`config.mk`:
```
export PLATFORM = sky130hd
export DESIGN_NAME = keypad_debounce_hold_events
export DESIGN_NICKNAME = d
export VERILOG_FILES = /design/src/rtl/kdhe_pkg.sv /design/src/rtl/keypad_debounce_hold_events.sv /design/src/rtl/kdhe_key_store.sv /design/src/rtl/kdhe_key_update.sv /design/src/rtl/kdhe_event_out.sv
export SDC_FILE = /design/constraint.sdc
export NUM_CORES = 2
export LEC_CHECK = 0
export BUFFER_PORTS_ARGS = -buffer_cell sky130_fd_sc_hd__buf_2
export CAP_MARGIN = 10
export CELL_PAD_IN_SITES_DETAIL_PLACEMENT = 0
export CELL_PAD_IN_SITES_GLOBAL_PLACEMENT = 1
export CORE_ASPECT_RATIO = 1.1
export CORE_UTILIZATION = 49
export CTS_BUF_LIST = sky130_fd_sc_hd__clkbuf_16
export CTS_CLUSTER_DIAMETER = 120
export DETAILED_ROUTE_END_ITERATION = 10
export PLACE_DENSITY = 0.88
export SYNTH_ARGS = -nofsm -noshare
export SYNTH_HDL_FRONTEND = slang
export SYNTH_SLANG_ARGS = --single-unit
```
`constraint.sdc`:
```
create_clock -name clk -period 7.41 [get_ports clk]
set_input_delay 1.1115 -clock clk [delete_from_list [all_inputs] [get_ports clk]]
set_output_delay 1.1115 -clock clk [all_outputs]
set_load 0.02 [all_outputs]
```
`src/rtl/kdhe_pkg.sv`:
```
`timescale 1ns / 1ps
// ----------------------------------------------------------------------------
// kdhe_pkg: shared types and constants for the keypad debounce block
// key state record, event record, register indexes, key map, ms reciprocal
// ----------------------------------------------------------------------------
package kdhe_pkg;

  localparam int ROW_COUNT = 4;
  localparam int COL_COUNT = 4;
  localparam int KEY_COUNT = 16;
  localparam int KEY_AW    = 4;

  localparam int DEB_W   = 20;
  localparam int HOLD_W  = 22;
  localparam int TIME_W  = 32;
  localparam int STAMP_W = 23;
  localparam int CFG_IDX_W  = 2;
  localparam int CFG_DATA_W = 22;

  localparam logic [CFG_IDX_W-1:0] REG_DEBOUNCE = 2'd0;
  localparam logic [CFG_IDX_W-1:0] REG_HOLD     = 2'd1;

  localparam logic [DEB_W-1:0]  DEB_RESET  = 20'd50000;
  localparam logic [HOLD_W-1:0] HOLD_RESET = 22'd500000;

  // floor(x / 1000) == (x * ceil(2^38 / 1000)) >> 38 for every 32-bit x
  localparam int RECIP_W  = 29;
  localparam int MS_SHIFT = 38;
  localparam logic [RECIP_W-1:0] MS_RECIP = 29'd274877907;
  localparam int PROD_W = TIME_W + RECIP_W;

  typedef enum logic [1:0] {
    MODE_IDLE     = 2'd0,
    MODE_DEBOUNCE = 2'd1,
    MODE_PRESSED  = 2'd2,
    MODE_HELD     = 2'd3
  } key_mode_t;

  typedef enum logic [1:0] {
    KIND_PRESSED  = 2'd0,
    KIND_RELEASED = 2'd1,
    KIND_HOLD     = 2'd2
  } event_kind_t;

  typedef struct packed {
    key_mode_t          mode;
    logic [TIME_W-1:0]  since;
    logic               level;
  } key_state_t;

  typedef struct packed {
    logic [1:0]         row;
    logic [1:0]         col;
    event_kind_t        kind;
    logic [TIME_W-1:0]  now;
  } key_event_t;

  // row-major key map, index {row, col}
  localparam logic [7:0] KEY_MAP [KEY_COUNT] = '{
    8'h31, 8'h32, 8'h33, 8'h41,   // 1 2 3 A
    8'h34, 8'h35, 8'h36, 8'h42,   // 4 5 6 B
    8'h37, 8'h38, 8'h39, 8'h43,   // 7 8 9 C
    8'h2A, 8'h30, 8'h23, 8'h44    // * 0 # D
  };

endpackage

```
`src/rtl/keypad_debounce_hold_events.sv`:
```
`timescale 1ns / 1ps
// ----------------------------------------------------------------------------
// keypad_debounce_hold_events: 4x4 keypad debounce and hold event detector
// per-key state machines kept in a small ram, one key sample per beat
// ----------------------------------------------------------------------------
// usage:
//   in_*  : one key sample per beat (row, column, level, time in us)
//   out_* : pressed / released / hold events, kind on out_tuser
//   cfg_* : register writes (index 0 debounce time, index 1 hold time),
//           always ready, to be written only while the block is idle (not enforced)
// timing:
//   a sample is taken every cycle unless events back up; the ram read of one
//   sample overlaps the update and write-back of the previous one, same-key
//   samples are forwarded; from input beat to event beat: ram read, update,
//   ms stamp multiply, then output register
//   throughput is one sample per cycle while events do not back up, set by the single ram port pair
// reset:
//   registers return to 50000 / 500000 us, every key reads as idle and
//   released at once (per-entry valid bits, no clearing pass)
// stall:
//   a stalled event holds in the output register while the next event and
//   one more sample move up behind it; input ready drops only when an event
//   can go nowhere
// ----------------------------------------------------------------------------
module keypad_debounce_hold_events (
  input  logic        clk,
  input  logic        rst_n,
  // input beat
  input  logic        in_tvalid,
  output logic        in_tready,
  input  logic [39:0] in_tdata,    // key_row[1:0], key_col[3:2], key_down[4], now_us[36:5]
  // event beat
  output logic        out_tvalid,
  input  logic        out_tready,
  output logic [39:0] out_tdata,   // event_row[1:0], event_col[3:2], char_code[11:4],
                                   // stamp_ms[34:12]
  output logic [1:0]  out_tuser,   // event_kind[1:0]
  // register writes
  input  logic        cfg_valid,
  output logic        cfg_ready,
  input  logic [kdhe_pkg::CFG_IDX_W-1:0]  cfg_index,
  input  logic [kdhe_pkg::CFG_DATA_W-1:0] cfg_data
);
  import kdhe_pkg::*;

  // configuration
  logic [DEB_W-1:0]  deb_r;
  logic [HOLD_W-1:0] hold_r;
  logic [DEB_W-1:0]  cfg_deb;
  logic [HOLD_W-1:0] cfg_hold;

  assign cfg_ready = 1'b1;
  assign cfg_deb   = cfg_data[DEB_W-1:0];
  assign cfg_hold  = cfg_data[HOLD_W-1:0];

  always_ff @(posedge clk) begin
    if (!rst_n) begin
      deb_r  <= DEB_RESET;
      hold_r <= HOLD_RESET;
    end else if (cfg_valid && cfg_ready) begin
      // zero debounce and hold not above debounce are ignored
      if (cfg_index == REG_DEBOUNCE && cfg_deb != '0) begin
        deb_r <= cfg_deb;
      end
      if (cfg_index == REG_HOLD && cfg_hold > HOLD_W'(deb_r)) begin
        hold_r <= cfg_hold;
      end
    end
  end

  // input fields
  logic [1:0]        in_row;
  logic [1:0]        in_col;
  logic              in_down;
  logic [TIME_W-1:0] in_now;
  logic              in_acc;
  logic              in_ok;

  assign in_row  = in_tdata[1:0];
  assign in_col  = in_tdata[3:2];
  assign in_down = in_tdata[4];
  assign in_now  = in_tdata[36:5];
  assign in_acc  = in_tvalid && in_tready;
  // positions outside the matrix are dropped without touching state
  assign in_ok   = ({1'b0, in_row} < 3'(ROW_COUNT)) && ({1'b0, in_col} < 3'(COL_COUNT));

  // update stage: holds the sample while its ram read returns
  logic              v1_r;
  logic [1:0]        row1_r;
  logic [1:0]        col1_r;
  logic              lvl1_r;
  logic [TIME_W-1:0] now1_r;
  logic              s1_go;

  key_state_t  cur_st;
  key_state_t  nxt_st;
  logic        fire;
  event_kind_t kind;
  logic        ev_ready;
  key_event_t  ev;

  // a sample without an event always leaves; one with an event waits for room
  assign s1_go     = v1_r && (!fire || ev_ready);
  assign in_tready = !v1_r || s1_go;

  always_ff @(posedge clk) begin
    if (!rst_n) begin
      v1_r <= 1'b0;
    end else if (in_acc) begin
      v1_r <= in_ok;
    end else if (s1_go) begin
      v1_r <= 1'b0;
    end
  end

  always_ff @(posedge clk) begin
    if (in_acc) begin
      row1_r <= in_row;
      col1_r <= in_col;
      lvl1_r <= in_down;
      now1_r <= in_now;
    end
  end

  kdhe_key_store u_store (
    .clk     (clk),
    .rst_n   (rst_n),
    .rd_en   (in_acc && in_ok),
    .rd_addr ({in_row, in_col}),
    .rd_data (cur_st),
    .wr_en   (s1_go),
    .wr_addr ({row1_r, col1_r}),
    .wr_data (nxt_st)
  );

  kdhe_key_update u_update (
    .cur           (cur_st),
    .level         (lvl1_r),
    .now           (now1_r),
    .debounce_time (deb_r),
    .hold_time     (hold_r),
    .nxt           (nxt_st),
    .fire          (fire),
    .kind          (kind)
  );

  always_comb begin
    ev.row  = row1_r;
    ev.col  = col1_r;
    ev.kind = kind;
    ev.now  = now1_r;
  end

  kdhe_event_out u_out (
    .clk        (clk),
    .rst_n      (rst_n),
    .ev_valid   (v1_r && fire),
    .ev_ready   (ev_ready),
    .ev         (ev),
    .out_tvalid (out_tvalid),
    .out_tready (out_tready),
    .out_tdata  (out_tdata),
    .out_tuser  (out_tuser)
  );

endmodule

```
`src/rtl/kdhe_key_store.sv`:
```
`timescale 1ns / 1ps
// ----------------------------------------------------------------------------
// kdhe_key_store: per-key state memory
// 16-entry synchronous ram, registered read, per-entry valid bits and
// write-to-read forwarding for back-to-back samples of the same key
// ----------------------------------------------------------------------------
module kdhe_key_store (
  input  logic                        clk,
  input  logic                        rst_n,
  input  logic                        rd_en,
  input  logic [kdhe_pkg::KEY_AW-1:0] rd_addr,
  output kdhe_pkg::key_state_t        rd_data,
  input  logic                        wr_en,
  input  logic [kdhe_pkg::KEY_AW-1:0] wr_addr,
  input  kdhe_pkg::key_state_t        wr_data
);
  import kdhe_pkg::*;

  key_state_t             mem [KEY_COUNT];
  logic [KEY_COUNT-1:0]   vld_r;
  key_state_t             rd_q_r;
  logic                   rd_vld_r;
  logic                   byp_r;
  key_state_t             byp_data_r;

  always_ff @(posedge clk) begin
    if (wr_en) begin
      mem[wr_addr] <= wr_data;
    end
    if (rd_en) begin
      rd_q_r     <= mem[rd_addr];
      byp_data_r <= wr_data;
    end
  end

  always_ff @(posedge clk) begin
    if (!rst_n) begin
      vld_r    <= '0;
      rd_vld_r <= 1'b0;
      byp_r    <= 1'b0;
    end else begin
      if (wr_en) begin
        vld_r[wr_addr] <= 1'b1;
      end
      if (rd_en) begin
        rd_vld_r <= vld_r[rd_addr];
        byp_r    <= wr_en && (wr_addr == rd_addr);
      end
    end
  end

  // never-written entries read as the reset state
  always_comb begin
    if (byp_r) begin
      rd_data = byp_data_r;
    end else if (rd_vld_r) begin
      rd_data = rd_q_r;
    end else begin
      rd_data = '0;
    end
  end

endmodule

```
`src/rtl/kdhe_key_update.sv`:
```
`timescale 1ns / 1ps
// ----------------------------------------------------------------------------
// kdhe_key_update: per-key debounce / hold state machine step
// next state from the stored record and the new sample, plus event decode
// ----------------------------------------------------------------------------
module kdhe_key_update (
  input  kdhe_pkg::key_state_t              cur,
  input  logic                              level,
  input  logic [kdhe_pkg::TIME_W-1:0]       now,
  input  logic [kdhe_pkg::DEB_W-1:0]        debounce_time,
  input  logic [kdhe_pkg::HOLD_W-1:0]       hold_time,
  output kdhe_pkg::key_state_t              nxt,
  output logic                              fire,
  output kdhe_pkg::event_kind_t             kind
);
  import kdhe_pkg::*;

  logic [TIME_W-1:0] elapsed;
  logic              deb_done;
  logic              hold_done;
  logic              changed;

  assign elapsed   = now - cur.since;
  assign deb_done  = elapsed >= TIME_W'(debounce_time);
  assign hold_done = elapsed >= TIME_W'(hold_time);
  assign changed   = level != cur.level;

  // next state
  always_comb begin
    nxt = cur;
    if (changed) begin
      nxt.mode  = MODE_DEBOUNCE;
      nxt.since = now;
      nxt.level = level;
    end else begin
      unique case (cur.mode)
        MODE_DEBOUNCE: begin
          if (deb_done) begin
            if (cur.level) begin
              nxt.mode  = MODE_PRESSED;
              nxt.since = now;
            end else begin
              nxt.mode = MODE_IDLE;
            end
          end
        end
        MODE_PRESSED: begin
          if (!cur.level) begin
            nxt.mode  = MODE_DEBOUNCE;
            nxt.since = now;
          end else if (hold_done) begin
            nxt.mode = MODE_HELD;
          end
        end
        MODE_HELD: begin
          if (!cur.level) begin
            nxt.mode  = MODE_DEBOUNCE;
            nxt.since = now;
          end
        end
        MODE_IDLE: begin
          nxt = cur;
        end
        default: begin
          nxt = cur;
        end
      endcase
    end
  end

  // event decode
  always_comb begin
    fire = 1'b0;
    kind = KIND_PRESSED;
    if (!changed) begin
      unique case (cur.mode)
        MODE_DEBOUNCE: begin
          fire = deb_done;
          kind = cur.level ? KIND_PRESSED : KIND_RELEASED;
        end
        MODE_PRESSED: begin
          fire = cur.level && hold_done;
          kind = KIND_HOLD;
        end
        MODE_IDLE, MODE_HELD: begin
          fire = 1'b0;
        end
        default: begin
          fire = 1'b0;
        end
      endcase
    end
  end

endmodule

```
`src/rtl/kdhe_event_out.sv`:
```
`timescale 1ns / 1ps
// ----------------------------------------------------------------------------
// kdhe_event_out: event stamping and output register
// one stage for the us-to-ms reciprocal multiply, then the output beat register
// ----------------------------------------------------------------------------
module kdhe_event_out (
  input  logic                  clk,
  input  logic                  rst_n,
  input  logic                  ev_valid,
  output logic                  ev_ready,
  input  kdhe_pkg::key_event_t  ev,
  output logic                  out_tvalid,
  input  logic                  out_tready,
  output logic [39:0]           out_tdata,
  output logic [1:0]            out_tuser
);
  import kdhe_pkg::*;

  logic              v2_r;
  key_event_t        ev2_r;
  logic              out_v_r;
  logic [1:0]        row_r;
  logic [1:0]        col_r;
  logic [7:0]        char_r;
  event_kind_t       kind_r;
  logic [STAMP_W-1:0] stamp_r;
  logic              rdy_o;
  logic [PROD_W-1:0] prod;

  assign rdy_o    = !out_v_r || out_tready;
  assign ev_ready = !v2_r || rdy_o;
  assign prod     = PROD_W'(ev2_r.now) * PROD_W'(MS_RECIP);

  always_ff @(posedge clk) begin
    if (!rst_n) begin
      v2_r    <= 1'b0;
      out_v_r <= 1'b0;
    end else begin
      if (ev_ready) begin
        v2_r <= ev_valid;
      end
      if (rdy_o) begin
        out_v_r <= v2_r;
      end
    end
  end

  always_ff @(posedge clk) begin
    if (ev_ready && ev_valid) begin
      ev2_r <= ev;
    end
    if (rdy_o && v2_r) begin
      row_r   <= ev2_r.row;
      col_r   <= ev2_r.col;
      char_r  <= KEY_MAP[{ev2_r.row, ev2_r.col}];
      kind_r  <= ev2_r.kind;
      stamp_r <= prod[MS_SHIFT +: STAMP_W];
    end
  end

  assign out_tvalid = out_v_r;
  assign out_tdata  = {5'd0, stamp_r, char_r, col_r, row_r};
  assign out_tuser  = kind_r;

endmodule

```
==> impl_results.md <==
- Total track usage: 23.5%
- Crit start category: flip-flop
- Total Negative Setup Slacks: 0 ns
- Hold Crit Class: reg2reg
- Drt initial violations: 2094
- Die ar.: 0.0982 mm²
- Post-synth ARST share: 0%
- Fraction of layout cells with a size suffix above 1: 16.7%
- Hold depth: 0
- GP Congestion: 0.891
- Post-route clock skew: 0.0245 ns
- Yosys warnings: 0
- Synth Register Bits: 804
- Int Power: 7.62 mW
- Cell area after synthesis: 0.0475 mm²
- Die H: 328 µm
- Cells after Synth: 3268
- Number of flops mapped to enable cells by yosys: 741
- Worst skew pair latency: 0.65 ns
- Final Setup Violations: 0
- Core area: 0.0959 mm²
- Main synth FF type: edfxtp_1
- Synth area leader: edfxtp_1
- CTS Buffer Depth: 3
- Post-route insts no fill: 4855
- WL final: 113 mm
- Hold Slack: 0.425 ns
- Static Leakage: 22.0 nW
- Worst slew pin tran: 1.17 ns
- Largest net degree at the start of global routing: 88
- Crit path DAT: 7.51 ns
- Slew headroom: 19.7%
- Sequential share of power: 51.5%
- CP required: 7.79 ns
- Worst vdd ir: 195 µV
- CP Capture Type: flip-flop
- Placed cells: 4695
- Vias in the first global route: 28.6k
- CTS tree: built
- Final ANT Viol Nets: 0
- Max-slew violations: 0
- Routed wire length per instance: 23.3 µm
- Clock sink count: 804
- Net load switching power: 2.36 mW
- Yosys top cell area share: 46.9%
- Initial antenna violation count: 5
- DR vias/cell: 5.60
- Syn avg cell area: 14.5 µm²
- Fin. Hold Viols: 0
- Sw Share: 23.6%
- WS Path Type: reg2reg
- Top area cells in the synthesized netlist: edfxtp_1, ha_1, fa_1
- CTS Hold Bufs: 0
- Number of CTS-inserted buffers: 81
- Worst Path Max Fanout: 6
- H-tree depth: 3
- Routed via count: 27.2k
- Die width: 299 µm
- Grt ovf: 0
- Detailed Routing Iterations Pass 1: 5
- Final Util: 55.7%
- FF-to-FF path depth: 27
- Fin crit period: 7.13 ns
- Layout net count: 4377
- DRC viols: 0
- Max_cap viols: 0
- # IOs: 114
- Initial Utilization: 49.5%
- Clock power frac: 38.9%
- Combinational share of power: 9.5%
- Cell row count: 119
- Area Growth Syn to Fin: 12.4%
- Post-synth cell types: 76
- Highest Clock Rate: 140 MHz
- First-pass GRT wire length: 172 mm
- Clock transition at the registers of the reported paths: 0.06 ns
- Detail Placement HPWL: 78.8 mm
- Clock root buffer: clkbuf_16
- Sequential area share after synthesis: 49.5%
- Status: finished clean
- Period utilisation layout: 96.2%
- Port Buf Inserts: 103
- Pwr Density: 187 mW/mm²
==> cells in the mapped netlist (15+ instances only) <==
library cell	n
a21o_1	39
a21oi_1	73
a22oi_1	34
buf_1	25
clkbuf_1	52
dfxtp_1	63
edfxtp_1	741
fa_1	299
ha_1	489
inv_1	611
mux2i_1	68
mux4_2	180
nand2_1	105
nand3_1	25
nand4_1	20
nor2_1	68
nor2b_1	48
o211ai_1	15
o21a_1	16
o21ai_0	75
xnor2_1	31
xor2_1	15
==> repair_timing <==
| item | CTS | global route |
|---|---|---|
| endpoints found under the setup margin | 1 | 13 |
| gates cloned | 0 | 0 |
| setup buffers | 1 | 9 |
| resized for setup | 2 | 20 |
| pin swaps | 0 | 3 |
==> per-stage QoR <==
| step | setup slack [ns] | power, mW | cell area, µm² |
|---|---|---|---|
| floorplan | 0.221 | 5.84 | 47500 |
| finish | 0.284 | 9.98 | 53400 |
| detailed placement | 0.0881 | 6.17 | 50700 |
| CTS | 0.0876 | 10.0 | 53200 |
| global route | -0.00732 | 10.3 | 53400 |
| global placement | 0.195 | 6.15 | 50700 |
==> kinds of logic after synthesis <==
logic type	count (synthesis)	share of synthesized area (%)
mux	250	10.0
other cells	2	0.0158
compound gates	340	4.78
flops	804	49.5
buf+inv	699	5.72
fa+ha+maj	788	25.5
xor+xnor	46	0.848
simple gates	339	3.61
==> power groups by stage <==
stage | logic (mW) | registers [mW] | clock network, mW
floorplan | 0.629 | 5.21 | 0
global placement | 0.913 | 5.23 | 0
detailed placement | 0.935 | 5.24 | 0
CTS | 0.950 | 5.14 | 3.94
global route | 1.04 | 5.15 | 4.10
finish | 0.952 | 5.15 | 3.89
==> per-layer routing <==
layer | GRT usage [%] | up-vias | part of all wire [%]
met5 | 0 | - | 0.012
met4 | 8.41 | 2 | 3.3
li1 | - | 12200 | -
met2 | 42.7 | 923 | 53
met3 | 2.38 | 221 | 5.3
met1 | 29.2 | 13800 | 38
==> registers in the layout, summed over array words and instances, names as in the netlist, 2 cells and up <==
signal and flops:
u_store.mem 560, col1_r 2, u_store.byp_data_r 35, u_out.ev2_r 38, row1_r 2, u_store.vld_r 16, u_out.char_r 7, u_out.out_tuser 2
u_out.col_r 2, now1_r 32, u_out.row_r 2, u_store.rd_q_r 35, u_out.stamp_r 23, deb_r 20, hold_r 22
==> cells in the final DEF (no fill, tap or decap), drive strengths merged, types with 5 or more instances in the layout <==
master and count:
inv 631, o211ai 16, o21a 16, a31oi 10
a21o 39, a22oi 34, xnor2 31, nand3 25
edfxtp 741, xor2 15, ha 489, clkinvlp 6
fa 299, mux2i 68, clkinv 35, nand2 105
a221oi 7, o31ai 6, a211oi 13, nor4 12
o21bai 6, o21ai 76, conb 7, clkbuf 83
nor2b 48, nand2b 12, nor2 68, o31a 5
dfxtp 63, a2111oi 7, nor3 9, buf 252
o2111ai 7, and3 7, and2 7, mux4 180
nand4 21, a21oi 73
==> final timing paths <==
path,startpoint,end,slack (ns)
hold / removal,u_out.ev2_r[32],u_out.out_tuser[0],0.43
setup / recovery,u_out.ev2_r[20],u_out.stamp_r[16],0.28
setup reg to reg,u_out.ev2_r[20],u_out.stamp_r[16],0.28
hold reg to reg,u_out.ev2_r[32],u_out.out_tuser[0],0.43
==> area by class of cell <==
cell class | count | area [µm²]
Antenna cell | 1 | 2.50
Clock buffer | 83 | 2080
Clock inverter | 64 | 435
Fill cell | 7639 | 42500
Inverter | 611 | 2300
Multi-Input combinational cell | 1770 | 21500
Sequential cell | 804 | 23500
Tap cell | 1270 | 1590
Timing Repair Buffer | 252 | 1920
==> worst max-delay path, cell delays in order, from the launching register on <==
cell,delay [ns]
edfxtp_1,0.57
ha_4,0.30
fa_1,0.38
fa_1,0.49
inv_1,0.05
fa_1,0.48
inv_1,0.06
fa_1,0.48
fa_1,0.51
fa_1,0.49
inv_1,0.05
fa_1,0.47
inv_1,0.04
ha_1,0.32
o21a_1,0.15
o21ai_0,0.09
a21oi_1,0.17
and3_1,0.20
o2111ai_1,0.11
o21a_1,0.21
buf_12,0.14
o31ai_2,0.27
o21ai_1,0.11
buf_4,0.16
buf_4,0.14
nor4_2,0.21
a211oi_1,0.09
xnor2_1,0.13
Note: power is estimated with default switching activity, not from simulation.
